<file path="config.mk">
export PLATFORM = sky130hd
export DESIGN_NAME = glyph_bitmap_pixel_expander
export DESIGN_NICKNAME = d
export VERILOG_FILES = /design/src/rtl/gbpe_pkg.sv /design/src/rtl/gbpe_expand.sv /design/src/rtl/gbpe_serializer.sv /design/src/rtl/glyph_bitmap_pixel_expander.sv
export VERILOG_INCLUDE_DIRS = /design/src /design/src/rtl
export SDC_FILE = /design/constraint.sdc
export NUM_CORES = 1
export LEC_CHECK = 0
export BUFFER_PORTS_ARGS = -buffer_cell sky130_fd_sc_hd__buf_2
export CORE_MARGIN = 4
export CORE_UTILIZATION = 65
export DETAILED_ROUTE_END_ITERATION = 12
export PLACE_DENSITY_LB_ADDON = 0.2
export REMOVE_ABC_BUFFERS = 1
export SLEW_MARGIN = 15
export SYNTH_ARGS = -nofsm -noshare
export SYNTH_HDL_FRONTEND = slang
export SYNTH_SLANG_ARGS = --single-unit
</file>
<file path="constraint.sdc">
create_clock -name clock -period 11.4 [get_ports clock]
set_clock_uncertainty 0.15 [all_clocks]
set_input_delay 1.14 -clock clock [delete_from_list [all_inputs] [get_ports clock]]
set_output_delay 1.14 -clock clock [all_outputs]
set_load 0.01 [all_outputs]
</file>
<file path="src/rtl/glyph_bitmap_pixel_expander_assert.svh">
// Assertion macros of the glyph bitmap pixel expander RTL.
// Included by gbpe_serializer, which checks its own logic; needs no other file.
`ifndef GLYPH_BITMAP_PIXEL_EXPANDER_ASSERT_SVH
`define GLYPH_BITMAP_PIXEL_EXPANDER_ASSERT_SVH

`ifndef SYNTHESIS

// Same-cycle implication, disabled while reset is high.
`define GBPE_ASSERT_IMPLY(label, clk, rst, cond, expr) \
   label: assert property (@(posedge clk) disable iff (rst) (cond) |-> (expr)) \
      else $error("gbpe assertion failed");

// Next-cycle implication, disabled while reset is high.
`define GBPE_ASSERT_NEXT(label, clk, rst, cond, expr) \
   label: assert property (@(posedge clk) disable iff (rst) (cond) |=> (expr)) \
      else $error("gbpe assertion failed");

`else

`define GBPE_ASSERT_IMPLY(label, clk, rst, cond, expr)
`define GBPE_ASSERT_NEXT(label, clk, rst, cond, expr)

`endif

`endif

</file>
<file path="src/rtl/gbpe_pkg.sv">
// Types and constants of the glyph bitmap pixel expander.
// Used by every module of the block; depends on nothing.
`timescale 1ns / 1ps

package gbpe_pkg;

   localparam int COORD_W         = 11;
   localparam int HEIGHT_W        = 6;
   localparam int BYTE_W          = 8;
   localparam int COLOR_W         = 16;
   localparam int PIXELS_PER_BYTE = 8;
   localparam int PIX_IDX_W       = $clog2(PIXELS_PER_BYTE);

   localparam int REQ_TDATA_W = 40;
   localparam int RSP_TDATA_W = 40;
   localparam int RSP_PAD_W   = RSP_TDATA_W - (2 * COORD_W + COLOR_W);
   localparam int CSR_INDEX_W = 1;

   // Command codes carried in req_tuser.
   localparam logic CMD_START = 1'b0;
   localparam logic CMD_BYTE  = 1'b1;

   // Register indexes.
   localparam logic [CSR_INDEX_W-1:0] CSR_TEXT_COLOR = 1'd0;
   localparam logic [CSR_INDEX_W-1:0] CSR_BACK_COLOR = 1'd1;

   localparam logic [COLOR_W-1:0] TEXT_COLOR_RESET = 16'hFFFF;
   localparam logic [COLOR_W-1:0] BACK_COLOR_RESET = 16'h0000;

   // Supported glyph heights.
   localparam logic [HEIGHT_W-1:0] GLYPH_H16 = 6'd16;
   localparam logic [HEIGHT_W-1:0] GLYPH_H24 = 6'd24;
   localparam logic [HEIGHT_W-1:0] GLYPH_H32 = 6'd32;

   typedef struct packed {
      logic                command;
      logic [COORD_W-1:0]  start_x;
      logic [COORD_W-1:0]  start_y;
      logic [HEIGHT_W-1:0] glyph_size;
      logic                overlay;
      logic                clip_enable;
      logic [BYTE_W-1:0]   glyph_byte;
   } gbpe_item_type;

   typedef struct packed {
      logic [COORD_W-1:0]  cursor_x;
      logic [COORD_W-1:0]  cursor_y;
      logic [COORD_W-1:0]  column_top;
      logic [HEIGHT_W-1:0] height_held;
      logic                overlay_held;
      logic                clip_held;
      logic                drawing_active;
   } gbpe_state_type;

   // Pixel writes of one glyph byte; bit i of a mask is the i-th pixel down.
   typedef struct packed {
      logic [PIXELS_PER_BYTE-1:0] write_mask;
      logic [PIXELS_PER_BYTE-1:0] set_bits;
      logic [COORD_W-1:0]         x;
      logic [COORD_W-1:0]         y;
   } gbpe_burst_type;

endpackage

</file>
<file path="src/rtl/gbpe_expand.sv">
// Per-item logic: loads the glyph state on a start command and expands a
// glyph byte into a burst of pixel writes. Depends on gbpe_pkg.
`timescale 1ns / 1ps

module gbpe_expand
   import gbpe_pkg::*;
#(
   parameter int SCREEN_WIDTH  = 800,
   parameter int SCREEN_HEIGHT = 480
) (
   input  gbpe_item_type  item,
   input  gbpe_state_type state,
   output gbpe_state_type state_next,
   output gbpe_burst_type burst
);

   localparam logic [COORD_W-1:0] WIDTH_LIM  = COORD_W'(SCREEN_WIDTH);
   localparam logic [COORD_W-1:0] HEIGHT_LIM = COORD_W'(SCREEN_HEIGHT);

   logic [COORD_W-1:0]         row_next [PIXELS_PER_BYTE];
   logic [PIXELS_PER_BYTE-1:0] clip_hit;
   logic [PIXELS_PER_BYTE-1:0] wrap_hit;
   logic [PIXELS_PER_BYTE-1:0] set_bits;
   logic [COORD_W-1:0]         col_next;

   // Row after each bit and the two ways a byte can end there.
   always_comb begin
      for (int i = 0; i < PIXELS_PER_BYTE; i++) begin
         row_next[i] = state.cursor_y + COORD_W'(i + 1);
         clip_hit[i] = state.clip_held && (row_next[i] >= HEIGHT_LIM);
         wrap_hit[i] = ((row_next[i] - state.column_top) == COORD_W'(state.height_held));
         set_bits[i] = item.glyph_byte[BYTE_W-1-i];
      end
   end

   assign col_next = state.cursor_x + COORD_W'(1);

   // Walk the bits top down; the first clip or column wrap ends the byte.
   always_comb begin
      logic alive;
      alive            = 1'b1;
      state_next       = state;
      burst.write_mask = '0;
      burst.set_bits   = set_bits;
      burst.x          = state.cursor_x;
      burst.y          = state.cursor_y;
      if (item.command == CMD_START) begin
         state_next.cursor_x       = item.start_x;
         state_next.cursor_y       = item.start_y;
         state_next.column_top     = item.start_y;
         state_next.height_held    = item.glyph_size;
         state_next.overlay_held   = item.overlay;
         state_next.clip_held      = item.clip_enable;
         state_next.drawing_active = (item.glyph_size == GLYPH_H16) ||
                                     (item.glyph_size == GLYPH_H24) ||
                                     (item.glyph_size == GLYPH_H32);
      end else if (state.drawing_active) begin
         state_next.cursor_y = state.cursor_y + COORD_W'(PIXELS_PER_BYTE);
         for (int i = 0; i < PIXELS_PER_BYTE; i++) begin
            if (alive) begin
               burst.write_mask[i] = set_bits[i] | state.overlay_held;
               if (clip_hit[i]) begin
                  state_next.drawing_active = 1'b0;
                  state_next.cursor_y       = row_next[i];
                  alive                     = 1'b0;
               end else if (wrap_hit[i]) begin
                  state_next.cursor_y = state.column_top;
                  state_next.cursor_x = col_next;
                  if (state.clip_held && (col_next >= WIDTH_LIM)) begin
                     state_next.drawing_active = 1'b0;
                  end
                  alive = 1'b0;
               end
            end
         end
      end
   end

endmodule

</file>
<file path="src/rtl/gbpe_serializer.sv">
// Burst register and pixel serializer: holds the writes of one glyph byte
// and hands them out one transfer per cycle while rsp_tready is high.
// Depends on gbpe_pkg and the assertion macro header.
`timescale 1ns / 1ps

`include "glyph_bitmap_pixel_expander_assert.svh"

module gbpe_serializer
   import gbpe_pkg::*;
(
   input  logic                clock,
   input  logic                reset,
   input  logic                load,
   input  gbpe_burst_type      burst_load,
   input  logic [COLOR_W-1:0]  text_color,
   input  logic [COLOR_W-1:0]  back_color,
   input  logic                rsp_tready,
   output logic                rsp_tvalid,
   output logic                rsp_tlast,
   output logic [COORD_W-1:0]  pixel_x,
   output logic [COORD_W-1:0]  pixel_y,
   output logic [COLOR_W-1:0]  pixel_color,
   output logic                burst_free
);

   logic [PIXELS_PER_BYTE-1:0] mask_ff, mask_in;
   gbpe_burst_type             data_ff;
   logic [PIXELS_PER_BYTE-1:0] pick;
   logic [PIX_IDX_W-1:0]       idx;
   logic                       xfer;

   // Lowest pending write goes out first.
   assign pick = mask_ff & (~mask_ff + PIXELS_PER_BYTE'(1));

   always_comb begin
      idx = '0;
      for (int i = PIXELS_PER_BYTE - 1; i >= 0; i--) begin
         if (mask_ff[i]) begin
            idx = PIX_IDX_W'(i);
         end
      end
   end

   assign rsp_tvalid  = |mask_ff;
   assign rsp_tlast   = ((mask_ff & ~pick) == '0);
   assign pixel_x     = data_ff.x;
   assign pixel_y     = data_ff.y + COORD_W'(idx);
   assign pixel_color = data_ff.set_bits[idx] ? text_color : back_color;
   assign xfer        = rsp_tvalid && rsp_tready;
   assign burst_free  = !rsp_tvalid || (rsp_tlast && rsp_tready);

   // Pending mask: loaded with a new burst, one bit retired per transfer.
   always_comb begin
      if (load) begin
         mask_in = burst_load.write_mask;
      end else if (xfer) begin
         mask_in = mask_ff & ~pick;
      end else begin
         mask_in = mask_ff;
      end
   end

   always_ff @(posedge clock) begin
      if (reset) begin
         mask_ff <= '0;
      end else begin
         mask_ff <= mask_in;
      end
   end

   always_ff @(posedge clock) begin
      if (load) begin
         data_ff <= burst_load;
      end
   end

   // A new burst never overwrites writes that are still pending.
   `GBPE_ASSERT_IMPLY(a_load_when_free, clock, reset, load, burst_free)
   // A burst stays visible until its final write has been taken.
   `GBPE_ASSERT_NEXT(a_burst_continues, clock, reset, xfer && !rsp_tlast, rsp_tvalid)
   // With no new burst, the final transfer leaves the output empty.
   `GBPE_ASSERT_NEXT(a_burst_drains, clock, reset, xfer && rsp_tlast && !load, !rsp_tvalid)

endmodule

</file>
<file path="src/rtl/glyph_bitmap_pixel_expander.sv">
// Glyph bitmap pixel expander: a glyph byte is registered, expanded in one
// pass into a burst of up to eight pixel writes, and serialized.
// A byte is held in the input register, then its writes are loaded into the
// serializer's burst register, which the next byte waits on until the final
// write is taken. Pixel writes go out one per cycle while rsp_tready is high.
// Reset (synchronous): cursor and glyph flags cleared, text color white, back color black.
`timescale 1ns / 1ps

module glyph_bitmap_pixel_expander
   import gbpe_pkg::*;
#(
   parameter int SCREEN_WIDTH  = 800,
   parameter int SCREEN_HEIGHT = 480
) (
   input  logic                   clock,
   input  logic                   reset,
   // Input item channel.
   input  logic                   req_tvalid,
   output logic                   req_tready,
   // From bit 0: start_x, start_y, glyph_size, overlay, clip_enable,
   // glyph_byte, zero fill.
   input  logic [REQ_TDATA_W-1:0] req_tdata,
   // command
   input  logic                   req_tuser,
   // Pixel write channel.
   output logic                   rsp_tvalid,
   input  logic                   rsp_tready,
   // From bit 0: pixel_x, pixel_y, pixel_color, zero fill.
   output logic [RSP_TDATA_W-1:0] rsp_tdata,
   output logic                   rsp_tlast,
   // Register write channel.
   input  logic                   csr_valid,
   output logic                   csr_ready,
   input  logic [CSR_INDEX_W-1:0] csr_index,
   input  logic [COLOR_W-1:0]     csr_data
);

   gbpe_item_type      item_in, item_ff;
   logic               item_valid_ff, item_valid_in;
   gbpe_state_type     state_ff, state_next;
   gbpe_burst_type     burst;
   logic [COLOR_W-1:0] text_color_ff, back_color_ff;
   logic               burst_free;
   logic               advance;
   logic               load;
   logic [COORD_W-1:0] pixel_x, pixel_y;
   logic [COLOR_W-1:0] pixel_color;

   // Unpack the input transfer.
   always_comb begin
      item_in.command     = req_tuser;
      item_in.start_x     = req_tdata[10:0];
      item_in.start_y     = req_tdata[21:11];
      item_in.glyph_size  = req_tdata[27:22];
      item_in.overlay     = req_tdata[28];
      item_in.clip_enable = req_tdata[29];
      item_in.glyph_byte  = req_tdata[37:30];
   end

   // A start always moves on; a byte waits until the burst register frees.
   assign advance    = item_valid_ff && ((item_ff.command == CMD_START) || burst_free);
   assign load       = advance && (item_ff.command == CMD_BYTE);
   assign req_tready = !item_valid_ff || advance;

   // Input register.
   assign item_valid_in = (req_tvalid && req_tready) || (item_valid_ff && !advance);

   always_ff @(posedge clock) begin
      if (reset) begin
         item_valid_ff <= 1'b0;
      end else begin
         item_valid_ff <= item_valid_in;
      end
   end

   always_ff @(posedge clock) begin
      if (req_tvalid && req_tready) begin
         item_ff <= item_in;
      end
   end

   // Glyph state advances with each item that leaves the input register.
   always_ff @(posedge clock) begin
      if (reset) begin
         state_ff <= '0;
      end else if (advance) begin
         state_ff <= state_next;
      end
   end

   // Color registers.
   assign csr_ready = 1'b1;

   always_ff @(posedge clock) begin
      if (reset) begin
         text_color_ff <= TEXT_COLOR_RESET;
         back_color_ff <= BACK_COLOR_RESET;
      end else if (csr_valid && csr_ready) begin
         case (csr_index)
            CSR_TEXT_COLOR: begin
               text_color_ff <= csr_data;
            end
            CSR_BACK_COLOR: begin
               back_color_ff <= csr_data;
            end
            default: begin
            end
         endcase
      end
   end

   gbpe_expand #(
      .SCREEN_WIDTH  (SCREEN_WIDTH),
      .SCREEN_HEIGHT (SCREEN_HEIGHT)
   ) u_expand (
      .item       (item_ff),
      .state      (state_ff),
      .state_next (state_next),
      .burst      (burst)
   );

   gbpe_serializer u_serializer (
      .clock       (clock),
      .reset       (reset),
      .load        (load),
      .burst_load  (burst),
      .text_color  (text_color_ff),
      .back_color  (back_color_ff),
      .rsp_tready  (rsp_tready),
      .rsp_tvalid  (rsp_tvalid),
      .rsp_tlast   (rsp_tlast),
      .pixel_x     (pixel_x),
      .pixel_y     (pixel_y),
      .pixel_color (pixel_color),
      .burst_free  (burst_free)
   );

   assign rsp_tdata = {{RSP_PAD_W{1'b0}}, pixel_color, pixel_y, pixel_x};

endmodule
</file>
==> out/metrics.cfg <==
[place]
portBuffers=101
dp_hpwl_microns=34000
dp_slack_ns=4.71
globalplace.congestion=1.19

[critical_path]
worst_setup_path_start_kind=flop
crit_family=compound AO/OA/AOI/OAI gates
critPathMaxStageDelay_ns=0.85
critPathBufInv=2
rr_worst_depth=17
crit_chain=inv_1 -> ha_1 -> a21boi_0 -> xnor2_1 -> ha_1 -> inv_1 -> o311ai_0 -> a311oi_1 -> and3_1 -> a221oi_1 -> nand4b_1 -> nand2_1 -> nor4_4 -> a221o_1 -> or2_4 -> a311oi_2 -> nor4_1
critPathSlowestCell=dfxtp_1
critPathKind=flop to flop
cp.arrival_ns=7.11
path_max_fanout=11
r2r_start=state_ff[22]$_SDFFE_PP0P_
r2r_end=state_ff[40]$_SDFFE_PP0P_
end_kind=flop
reg2reg_slack_ns=4.46
crit_required_ns=11.57

[detailed_routing]
vias_per_cell=6.89
num_vias=13800
wl_per_cell_microns=23.2
drt_iter0_drc=1594
post-route-drc-count=0
drt_wl_total_microns=46500
firstDrtPassIters=9
postRouteAntennaNets=0

[final_layout]
final_net_count=1873
insertedDiodeCount=0
fillers=1627
drive_gt1_share_pct=13.4
area_growth_pct=9.59
layout.cells.most_common=nand2_1
final_cell_mix=nand2_1, a21oi_1, nor2_1

[logic_synthesis]
synth_edf_count=69
syn_inst=1650
synthArstFlopShare_pct=0
synth_ff_type=dfxtp_1
mappedNetlistArea_sq_um=13400
yosysSeqAreaShare_pct=27.9
synth-seq-cells=152
yosysTopAreaCellShare_pct=15.5
avgSynthCellArea_sq_um=8.11
yosys_warnings=0
synth_cell_types=100
yosys-top-cells-area=edfxtp_1, dfxtp_1, ha_1, nand2_1, a21oi_1
synth_top_area_cell=edfxtp_1

[clock_tree]
clockBufferDepth=2
cts_buffers=17
postCtsSetupBuffers=0
cts_sinks=152
insertion_delay_ns=0.42
cts_resized=0
cts_tree=yes
htreeDepth=4
clkTransAtPathRegs_ns=0.06
cts_root_buf=clkbuf_16
holdBufCountCts=0

[die]
coreArea_sq_um=20200
die_h_microns=151
die_x_microns=151
row_count=52
io_pins=107
die_area_sq_um=22900
initial_utilization_pct=66.1

[power_and_ir_drop]
p_comb_share_pct=28.6
p_total_mw=1.62
p_per_area_nw_per_um2=111
ir_drop_mv=0.117
power_switching_mw=0.538
intPower_mw=1.08
p_leak_nw=6.02
pwr-share-clk_pct=33.4
p_seq_share_pct=38.0
switching_share_pct=33.1

[run]
drv_cap=0

[hold_path]
whs_path_depth=2
hp-start=back_color_ff[4]$_SDFFE_PP0P_
hold_path.class=flop to flop
min_delay_worst_endpoint=back_color_ff[4]$_SDFFE_PP0P_

[timing]
setup_violations=0
hold_violations=0
whs_ns=0.304
finalMaxSlewViolations=0
tns_ns=0
relSlewSlack_pct=21.2
min_period_ns=6.94
rsz0062_at_grt=no
min_period_over_period_pct=60.8
setup_slack_ns=4.46
fmax_ghz=0.144
worst_slew_pin_slew_ns=1.17

[grt]
grt_pass1_vias=12800
grt_first_pass_wirelength_microns=70600
grt_usage_pct=39.8
antenna_found_initial=0
grt_overflow=0
grt_max_degree=63

[status]
status=finished, final reports clean

==> cells by family (layout without fill, tap and decap cells) <==
| family | Yosys count | count (layout) | synth area share (%) |
|---|---|---|---|
| multiplexers | 30 | 30 | 2.62 |
| XOR/XNOR | 135 | 135 | 9.08 |
| other | 2 | 3 | 0.0561 |
| AO/OA/AOI/OAI | 483 | 483 | 24.6 |
| buffers and inverters | 147 | 228 | 4.82 |
| flip-flops | 152 | 152 | 27.9 |
| AND/OR/NAND/NOR | 608 | 608 | 22.0 |
| adder cells (fa/ha/maj) | 93 | 93 | 8.94 |
==> state kept, by name (all words and copies together) (netlist names) <==
name / count
u_serializer.mask_ff: 8
u_serializer.pixel_x: 11
u_serializer.data_ff: 19
back_color_ff: 16
state_ff: 42
item_valid_ff: 1
text_color_ff: 16
item_ff: 39
==> final cells by class <==
cell class                 instances  area, sq um  share of cell area (%)
multi-input combinational       1352         9020                    61.5
sequential                       152         3730                    25.5
timing repair buffer             134          773                    5.27
clock buffer                      17          425                    2.90
tap                              270          338                    2.30
inverter                          62          233                    1.59
clock inverter                    15          141                   0.964
==> metrics by stage <==
stage                     cells  util [%]  area [sq um]
after floorplan            1566         -         13000
after global placement     1969      69.5         14100
after detailed placement   1969      69.5         14100
after CTS                  2001      72.3         14600
after global routing       2002      72.5         14700
final                      2002      72.5         14700
==> power groups by stage <==
stage	sequential [mW]	combinational (mW)	clock, mW
floorplan	0.628	0.317	0
global placement	0.626	0.432	0
detailed placement	0.627	0.444	0
CTS	0.615	0.448	0.543
global route	0.618	0.502	0.567
finish	0.616	0.465	0.542
==> per-layer routing <==
| metal | vias up | global-route usage, % | share of wire (%) |
|---|---|---|---|
| met5 | - | 0 | 0 |
| met1 | 6399 | 52.9 | 39 |
| met4 | 0 | 19.8 | 5.9 |
| li1 | 6214 | - | - |
| met2 | 960 | 58.8 | 42 |
| met3 | 221 | 11.8 | 13 |
==> cell usage after synthesis (15+ instances only) <==
| cell | number |
|---|---|
| o211ai_1 | 24 |
| xnor2_1 | 63 |
| ha_1 | 86 |
| o21a_1 | 17 |
| xor2_1 | 70 |
| a21oi_1 | 138 |
| a21o_1 | 22 |
| dfxtp_1 | 83 |
| or3_1 | 15 |
| mux2_2 | 20 |
| o21ai_0 | 79 |
| edfxtp_1 | 69 |
| nand3_1 | 53 |
| clkbuf_1 | 46 |
| nand2_1 | 215 |
| a211oi_1 | 16 |
| a31oi_1 | 18 |
| buf_4 | 16 |
| inv_1 | 61 |
| and2_1 | 19 |
| nor2b_1 | 19 |
| o22ai_1 | 16 |
| nor2_1 | 133 |
| nand2b_1 | 24 |
| nor3_1 | 42 |
==> how the worst max path moves through the flow <==
stage,end,depth (start not counted),slack (ns),from
detailed placement,state_ff[37]$_SDFFE_PP0P_,19,4.71,state_ff[24]$_SDFFE_PP0P_
global placement,state_ff[37]$_SDFFE_PP0P_,19,4.84,state_ff[24]$_SDFFE_PP0P_
finish,state_ff[40]$_SDFFE_PP0P_,17,4.46,state_ff[22]$_SDFFE_PP0P_
floorplan,state_ff[34]$_SDFFE_PP0P_,17,5.74,state_ff[24]$_SDFFE_PP0P_
global route,state_ff[37]$_SDFFE_PP0P_,19,4.29,state_ff[24]$_SDFFE_PP0P_
CTS,state_ff[37]$_SDFFE_PP0P_,19,4.67,state_ff[24]$_SDFFE_PP0P_
==> tightest hold or removal path: cells and delay by family (launching register included) <==
family,cells,cell delay (ns)
AOI/OAI and AO/OA,1,0.05
DFF,1,0.31
and+or+nand+nor,1,0.05
Note: power is estimated with default switching activity, not from simulation.
